### config.mk
export PLATFORM = sky130hd
export DESIGN_NAME = varint_codec_core
export DESIGN_NICKNAME = d
export VERILOG_FILES = /design/src/rtl/varc_pkg.sv /design/src/rtl/varc_dp.sv /design/src/rtl/varc_ctrl.sv /design/src/rtl/varint_codec_core.sv
export SDC_FILE = /design/constraint.sdc
export NUM_CORES = 1
export LEC_CHECK = 0
export BUFFER_PORTS_ARGS = -buffer_cell sky130_fd_sc_hd__buf_4
export CAP_MARGIN = 30
export CELL_PAD_IN_SITES_DETAIL_PLACEMENT = 1
export CELL_PAD_IN_SITES_GLOBAL_PLACEMENT = 1
export CORE_MARGIN = 5
export CORE_UTILIZATION = 45
export CTS_CLUSTER_DIAMETER = 150
export DETAILED_ROUTE_END_ITERATION = 6
export PLACE_DENSITY = 0.84
export RECOVER_POWER = 100
export SYNTH_ARGS = -nofsm -noshare
export SYNTH_HDL_FRONTEND = slang
export SYNTH_SLANG_ARGS = --single-unit
### constraint.sdc
create_clock -name clk -period 8.35 [get_ports clk]
set_clock_uncertainty 0.15 [all_clocks]
set_input_delay 1.67 -clock clk [delete_from_list [all_inputs] [get_ports clk]]
set_output_delay 1.67 -clock clk [all_outputs]
set_load 0.02 [all_outputs]
### src/rtl/varc_pkg.sv
`timescale 1ns / 1ps
// ----------------------------------------------------------------------------
// varc_pkg
// Shared types and constants for the offset base-128 varint codec.
// ----------------------------------------------------------------------------
package varc_pkg;

  localparam int VALUE_BITS = 64;
  localparam int GROUP_BITS = 7;
  localparam int MAX_GROUPS = (VALUE_BITS + GROUP_BITS - 1) / GROUP_BITS;
  localparam int CNT_W      = $clog2(MAX_GROUPS + 1);

  localparam logic [63:0] VALUE_MAX   = {64{1'b1}} >> (64 - VALUE_BITS);
  localparam logic [63:0] SHIFT_LIMIT = VALUE_MAX >> GROUP_BITS;
  localparam logic [63:0] GROUP_MAX   = 64'h7F;
  localparam logic [7:0]  CONT_BIT    = 8'h80;

  typedef enum logic {
    CMD_ENCODE = 1'b0,
    CMD_DECODE = 1'b1
  } command_t;

  typedef enum logic [1:0] {
    KIND_BYTE  = 2'd0,
    KIND_VALUE = 2'd1,
    KIND_ERROR = 2'd2
  } kind_t;

  // controller -> datapath
  typedef struct packed {
    logic enc_load;   // take a new value to split
    logic split;      // peel one group onto the stack
    logic pop;        // move top of stack into the output register
    logic dec_load;   // take one byte into the accumulator
  } varc_cmd_t;

  // datapath -> controller
  typedef struct packed {
    logic split_done; // current split step is the final one
    logic pop_last;   // one byte left on the stack
    logic out_free;   // output register can take a beat this cycle
  } varc_status_t;

endpackage

### src/rtl/varc_dp.sv
`timescale 1ns / 1ps
// ----------------------------------------------------------------------------
// varc_dp
// Datapath: group splitter with byte stack, decode accumulator, output reg.
// ----------------------------------------------------------------------------
module varc_dp (
  input  logic                  clk,
  input  logic                  rst_n,
  input  varc_pkg::varc_cmd_t   cmd,
  output varc_pkg::varc_status_t status,
  input  logic [63:0]           in_enc_value,
  input  logic [7:0]            in_byte,
  output logic                  out_valid,
  input  logic                  out_stall,
  output logic [1:0]            out_kind,
  output logic [7:0]            out_byte,
  output logic [63:0]           out_dec_value,
  output logic                  out_last
);
  import varc_pkg::*;

  logic [63:0]      n_r, n_nxt;
  logic [7:0]       stack_r   [MAX_GROUPS];
  logic [7:0]       stack_nxt [MAX_GROUPS];
  logic [CNT_W-1:0] cnt_r, cnt_nxt;
  logic [63:0]      acc_r, acc_nxt;

  logic             out_valid_r, out_valid_nxt;
  logic [1:0]       kind_r, kind_nxt;
  logic [7:0]       byte_r, byte_nxt;
  logic [63:0]      val_r, val_nxt;
  logic             last_r, last_nxt;

  logic [7:0]       group;
  logic [63:0]      shifted;
  logic             acc_over;

  assign status.out_free   = !out_valid_r || !out_stall;
  assign status.split_done = (n_r <= GROUP_MAX) ||
                             (cnt_r == CNT_W'(MAX_GROUPS - 1));
  assign status.pop_last   = (cnt_r == CNT_W'(1));

  // first group peeled is the final byte and carries no continuation bit
  assign group    = {1'b0, n_r[6:0]} | ((cnt_r == '0) ? 8'h00 : CONT_BIT);
  assign shifted  = ({acc_r[63-GROUP_BITS:0], in_byte[6:0]}) & VALUE_MAX;
  assign acc_over = acc_r > SHIFT_LIMIT;

  always_comb begin
    n_nxt         = n_r;
    cnt_nxt       = cnt_r;
    acc_nxt       = acc_r;
    out_valid_nxt = out_valid_r && out_stall;
    kind_nxt      = kind_r;
    byte_nxt      = byte_r;
    val_nxt       = val_r;
    last_nxt      = last_r;
    for (int i = 0; i < MAX_GROUPS; i++) begin
      stack_nxt[i] = stack_r[i];
    end

    if (cmd.enc_load) begin
      n_nxt   = in_enc_value & VALUE_MAX;
      cnt_nxt = '0;
    end

    if (cmd.split) begin
      stack_nxt[0] = group;
      for (int i = 1; i < MAX_GROUPS; i++) begin
        stack_nxt[i] = stack_r[i-1];
      end
      cnt_nxt = cnt_r + CNT_W'(1);
      n_nxt   = (n_r >> GROUP_BITS) - 64'd1;
    end

    if (cmd.pop) begin
      for (int i = 0; i < MAX_GROUPS - 1; i++) begin
        stack_nxt[i] = stack_r[i+1];
      end
      cnt_nxt       = cnt_r - CNT_W'(1);
      out_valid_nxt = 1'b1;
      kind_nxt      = KIND_BYTE;
      byte_nxt      = stack_r[0];
      val_nxt       = '0;
      last_nxt      = (cnt_r == CNT_W'(1));
    end

    if (cmd.dec_load) begin
      byte_nxt = '0;
      val_nxt  = '0;
      last_nxt = 1'b1;
      kind_nxt = KIND_ERROR;
      if (acc_over) begin
        // shift would drop set bits: error, byte discarded
        acc_nxt       = '0;
        out_valid_nxt = 1'b1;
      end else if (in_byte[7]) begin
        if (shifted == VALUE_MAX) begin
          acc_nxt       = '0;
          out_valid_nxt = 1'b1;
        end else begin
          acc_nxt = shifted + 64'd1;
        end
      end else begin
        acc_nxt       = '0;
        out_valid_nxt = 1'b1;
        kind_nxt      = KIND_VALUE;
        val_nxt       = shifted;
      end
    end
  end

  always_ff @(posedge clk) begin
    if (!rst_n) begin
      cnt_r       <= '0;
      acc_r       <= '0;
      out_valid_r <= 1'b0;
    end else begin
      cnt_r       <= cnt_nxt;
      acc_r       <= acc_nxt;
      out_valid_r <= out_valid_nxt;
    end
  end

  always_ff @(posedge clk) begin
    n_r    <= n_nxt;
    kind_r <= kind_nxt;
    byte_r <= byte_nxt;
    val_r  <= val_nxt;
    last_r <= last_nxt;
    for (int i = 0; i < MAX_GROUPS; i++) begin
      stack_r[i] <= stack_nxt[i];
    end
  end

  assign out_valid     = out_valid_r;
  assign out_kind      = kind_r;
  assign out_byte      = byte_r;
  assign out_dec_value = val_r;
  assign out_last      = last_r;

endmodule

### src/rtl/varc_ctrl.sv
`timescale 1ns / 1ps
// ----------------------------------------------------------------------------
// varc_ctrl
// Controller: input handshake and the split / emit sequence of an encode.
// ----------------------------------------------------------------------------
module varc_ctrl (
  input  logic                   clk,
  input  logic                   rst_n,
  input  logic                   in_valid,
  output logic                   in_stall,
  input  logic                   in_command,
  input  varc_pkg::varc_status_t status,
  output varc_pkg::varc_cmd_t    cmd
);
  import varc_pkg::*;

  typedef enum logic [2:0] {
    ST_IDLE  = 3'b001,
    ST_SPLIT = 3'b010,
    ST_EMIT  = 3'b100
  } state_t;

  state_t state_r, state_nxt;
  logic   accept;

  assign in_stall = !((state_r == ST_IDLE) && status.out_free);
  assign accept   = in_valid && !in_stall;

  always_comb begin
    state_nxt    = state_r;
    cmd          = '0;
    unique case (state_r)
      ST_IDLE: begin
        if (accept) begin
          if (command_t'(in_command) == CMD_ENCODE) begin
            cmd.enc_load = 1'b1;
            state_nxt    = ST_SPLIT;
          end else begin
            cmd.dec_load = 1'b1;
          end
        end
      end
      ST_SPLIT: begin
        cmd.split = 1'b1;
        if (status.split_done) begin
          state_nxt = ST_EMIT;
        end
      end
      ST_EMIT: begin
        if (status.out_free) begin
          cmd.pop = 1'b1;
          if (status.pop_last) begin
            state_nxt = ST_IDLE;
          end
        end
      end
      default: state_nxt = ST_IDLE;
    endcase
  end

  always_ff @(posedge clk) begin
    if (!rst_n) begin
      state_r <= ST_IDLE;
    end else begin
      state_r <= state_nxt;
    end
  end

endmodule

### src/rtl/varint_codec_core.sv
`timescale 1ns / 1ps
// ----------------------------------------------------------------------------
// varint_codec_core
// Offset base-128 varint encoder / decoder.
// ----------------------------------------------------------------------------
// Input channel (in_*): in_command selects encode of in_enc_value or decode
// of in_byte. Result channel (out_*): out_kind tags each beat as an encoded
// byte, a decoded value or a decode overflow error; out_last marks the final
// beat caused by one input beat. Both channels use valid / stall.
// Decode: one byte per cycle unless in_stall holds the input side; a final
// byte or an error gives its result in the cycle after the input beat, a
// continuation byte gives nothing. Encode of a value with G groups (1..10):
// after the accept cycle, ST_SPLIT peels the groups onto a byte stack, then
// ST_EMIT emits them most significant group first; the input side is
// stalled during that sequence.
// A single output register sits between the sides: a new beat is taken
// whenever that register is empty or being drained in the same cycle.
// A receiver stall holds the output beat and, through it, the input side.
// Reset clears the decode accumulator, the sequencer and the output valid.
// ----------------------------------------------------------------------------
module varint_codec_core (
  input  logic        clk,
  input  logic        rst_n,
  input  logic        in_valid,
  output logic        in_stall,
  input  logic        in_command,
  input  logic [63:0] in_enc_value,
  input  logic [7:0]  in_byte,
  output logic        out_valid,
  input  logic        out_stall,
  output logic [1:0]  out_kind,
  output logic [7:0]  out_byte,
  output logic [63:0] out_dec_value,
  output logic        out_last
);
  import varc_pkg::*;

  varc_cmd_t    cmd;
  varc_status_t status;

  varc_ctrl u_ctrl (
    .clk        (clk),
    .rst_n      (rst_n),
    .in_valid   (in_valid),
    .in_stall   (in_stall),
    .in_command (in_command),
    .status     (status),
    .cmd        (cmd)
  );

  varc_dp u_dp (
    .clk           (clk),
    .rst_n         (rst_n),
    .cmd           (cmd),
    .status        (status),
    .in_enc_value  (in_enc_value),
    .in_byte       (in_byte),
    .out_valid     (out_valid),
    .out_stall     (out_stall),
    .out_kind      (out_kind),
    .out_byte      (out_byte),
    .out_dec_value (out_dec_value),
    .out_last      (out_last)
  );

endmodule
==> run metrics <==
overall die width 183 um; status finished with violations; Setup crit end kind flip-flop; global-route wire length before repair 55,800 um; DRT Pass-1 Iters 5; Slew Limit Fails 413; DP Worst Slack 3.82 ns; CTS max path bufs 3; Max stage delay on crit path 2.60 ns; fin nets 1,429; period utilization 66.1%; GRT Residual Overflow 0; Rel. slew slack -159%; initial antenna violation count 2; syn_area_per_cell 11.0 sq um; H-tree depth 1; core area 0.0295 sq mm; largest fanout on the critical path 66; worst setup margin 2.83 ns; Post-Synth Adder-Cell Area 0.467%; Die H 183 um; Fin Setup TNS 0 ns; post-synthesis compound-gate area fraction 10.7%; cell count after synthesis 1,220; Mapped Area 0.0134 sq mm; YS warnings 0; clk_lat worst skew 0.56 ns; XOR/XNOR share of the synthesized area 7.26%; DP Area 0.0149 sq mm; P per Cell Area 203 mW/mm^2; drt wl/cell 19.8 um; Bufs and invs on worst path 2; VDD IR max 0.142 mV; CP top delay family buffers and inverters; Post-CTS Repair Setup Buffers 0; cell mode on critical path clkbuf_1; endpoints failing setup 0; Vias/cell 5.72; Critical Path AT 5.44 ns; post-synthesis sequential area ratio 59.2%; CP Launch Type input port; root buf cell clkbuf_16; Initial Utilization 45.4%; Synth Flop Type edfxtp_1; clock buffer count from CTS 31; # IOs 154; Final Wtd Congestion 0.815; number of synthesized flops with an enable pin 210; Die ar. 0.0333 sq mm; DRC 0; most frequent cells in the layout 210 x edfxtp_1, 190 x nand2_1, 117 x o21ai_0; # rows 63; critical path class input port to flip-flop; RSZ-0062 raised after global routing false; Hold Vio Cnt, Final 0; share of async-settable or async-resettable flops after synthesis 0%; most common cell after layout, fill and taps aside edfxtp_1; layout cells sized above 1 11.8%; design area 0.0156 sq mm; CTS tree done; R2R setup slack 3.14 ns; worst hold path type flip-flop to flip-flop; LEAKAGE 5.42 nW; CP max-delay cell clkbuf_1; Hold Buf Count CTS 0; vias in the first global route 10,459; Critical Path RT 8.27 ns; gr usage total 20.2%; CTS Sinks 291; syn nets 1,302; pin count of the biggest net entering global routing 84; simple logic cell fraction of the synthesized area 19.7%; Synth cell types 54; Final Critical Period 5.52 ns; Max Clock Freq 181 MHz; MaxCap Viol Count 6; Area growth syn-to-layout 16.4%; Post-DRT Antenna Nets 0; Reg clk slew, reported paths 0.07 ns; DR vias 10,077; Synth Register Bits 291; HPWL after detailed placement 23,200 um; Design Power 3.16 mW; IO Port Bufs 153; WL final 34,800 um; Worst-Margin Slew 3.89 ns; post-cts resize count 0; proportion of synthesized area in mux cells 0.168%; Initial DRC Count 690; violated checks max-capacitance violations, max-slew violations; main combinational cell family by area after synthesis simple AND/OR/NAND/NOR gates; CP cell instances clkbuf_1, nand2_1, and3_1, nand3_1, nand2_2, clkbuf_1
-- Yosys cell counts (all sizes together) (2+ instances only) --
| master | number | share of area [%] |
|---|---|---|
| xnor2 | 65 | 4.3 |
| a22o | 71 | 4.6 |
| dfxtp | 81 | 12 |
| a21oi | 18 | 0.67 |
| xor2 | 46 | 3.0 |
| a21o | 2 | 0.11 |
| o41ai | 2 | 0.13 |
| nor3 | 37 | 1.5 |
| nor2 | 48 | 1.3 |
| nor3b | 3 | 0.17 |
| and3 | 75 | 3.5 |
| or3 | 13 | 0.69 |
| and2 | 5 | 0.23 |
| or4 | 12 | 0.78 |
| nand2 | 193 | 5.4 |
| inv | 11 | 0.31 |
| o31ai | 3 | 0.17 |
| buf | 9 | 0.43 |
| ha | 5 | 0.47 |
| nor4 | 24 | 1.6 |
| nand3b | 4 | 0.22 |
| nand4 | 35 | 1.7 |
| nor4b | 2 | 0.13 |
| edfxtp | 210 | 47 |
| or2 | 6 | 0.28 |
| nand3 | 30 | 1.1 |
| o21ai | 117 | 4.4 |
| a31oi | 6 | 0.28 |
| nand2b | 4 | 0.19 |
| clkbuf | 62 | 1.7 |
| and4 | 11 | 0.72 |
-- metal layers --
layer  vias up  GRT usage, %  routed length (um)
met5         -             0                  40
met4         4          4.71                 720
met3        56          3.41                1720
met2       256          34.3               16900
met1      4996          27.1               15400
li1       4765             -                   -
-- path summary, 6_finish.rpt --
path / from / to / cells after the start
min: u_dp.stack_r[8][7] / u_dp.stack_r[9][7] / 0
max: out_stall / u_dp.out_dec_value[18] / 6
max reg2reg: u_ctrl.state_r[1] / u_dp.stack_r[1][5] / 5
min reg2reg: u_dp.stack_r[8][7] / u_dp.stack_r[9][7] / 0
-- cells by family (layout without fill, tap and decap cells) --
| group | after synthesis | count (layout) |
|---|---|---|
| XOR/XNOR | 111 | 111 |
| AND/OR/NAND/NOR | 505 | 505 |
| multiplexers | 1 | 1 |
| adder cells (fa/ha/maj) | 5 | 5 |
| other | 0 | 1 |
| AO/OA/AOI/OAI | 224 | 224 |
| flip-flops | 291 | 291 |
| buffers and inverters | 83 | 234 |
-- worst register-to-register path, cell delays in order (launching register included) --
cell	delay, ns
dfxtp_1	0.35
nor2b_1	0.25
nand2b_2	0.07
clkbuf_1	0.84
nand2_2	0.27
clkbuf_1	2.76
-- where the power goes --
part / switching [mW] / internal (mW) / total, mW
combinational: 0.103 / 0.0542 / 0.157
sequential: 0.0262 / 1.58 / 1.61
clock: 0.571 / 0.822 / 1.39
total: 0.700 / 2.46 / 3.16
-- per-stage QoR --
stage	cells	util (%)	hold slack (ns)
3_3_place_gp	1701	50.4	0.276
2_1_floorplan	1220	-	0.266
4_1_cts	1761	54.2	0.311
6_report	1762	52.9	0.311
3_5_place_dp	1704	50.6	0.289
5_1_grt	1761	52.9	0.321
-- sequential cells by signal (all words and copies together) (netlist names) --
signal              count
u_ctrl.state_r          3
u_dp.acc_r             64
u_dp.cnt_r              4
u_dp.n_r               64
u_dp.out_byte           8
u_dp.out_dec_value     64
u_dp.out_kind           2
u_dp.out_last           1
u_dp.out_valid          1
u_dp.stack_r           80
-- layout make-up --
cell class              instances  area [sq um]
diodes                          1          2.50
multi-input cells             846          5160
clock inverters                15           129
flip-flops and latches        291          7930
well taps                     390           488
clock buffers                  42           910
inverters                      12          45.0
repair buffers                165           936
fillers                      3230         13900
Note: power is estimated with default switching activity, not from simulation.
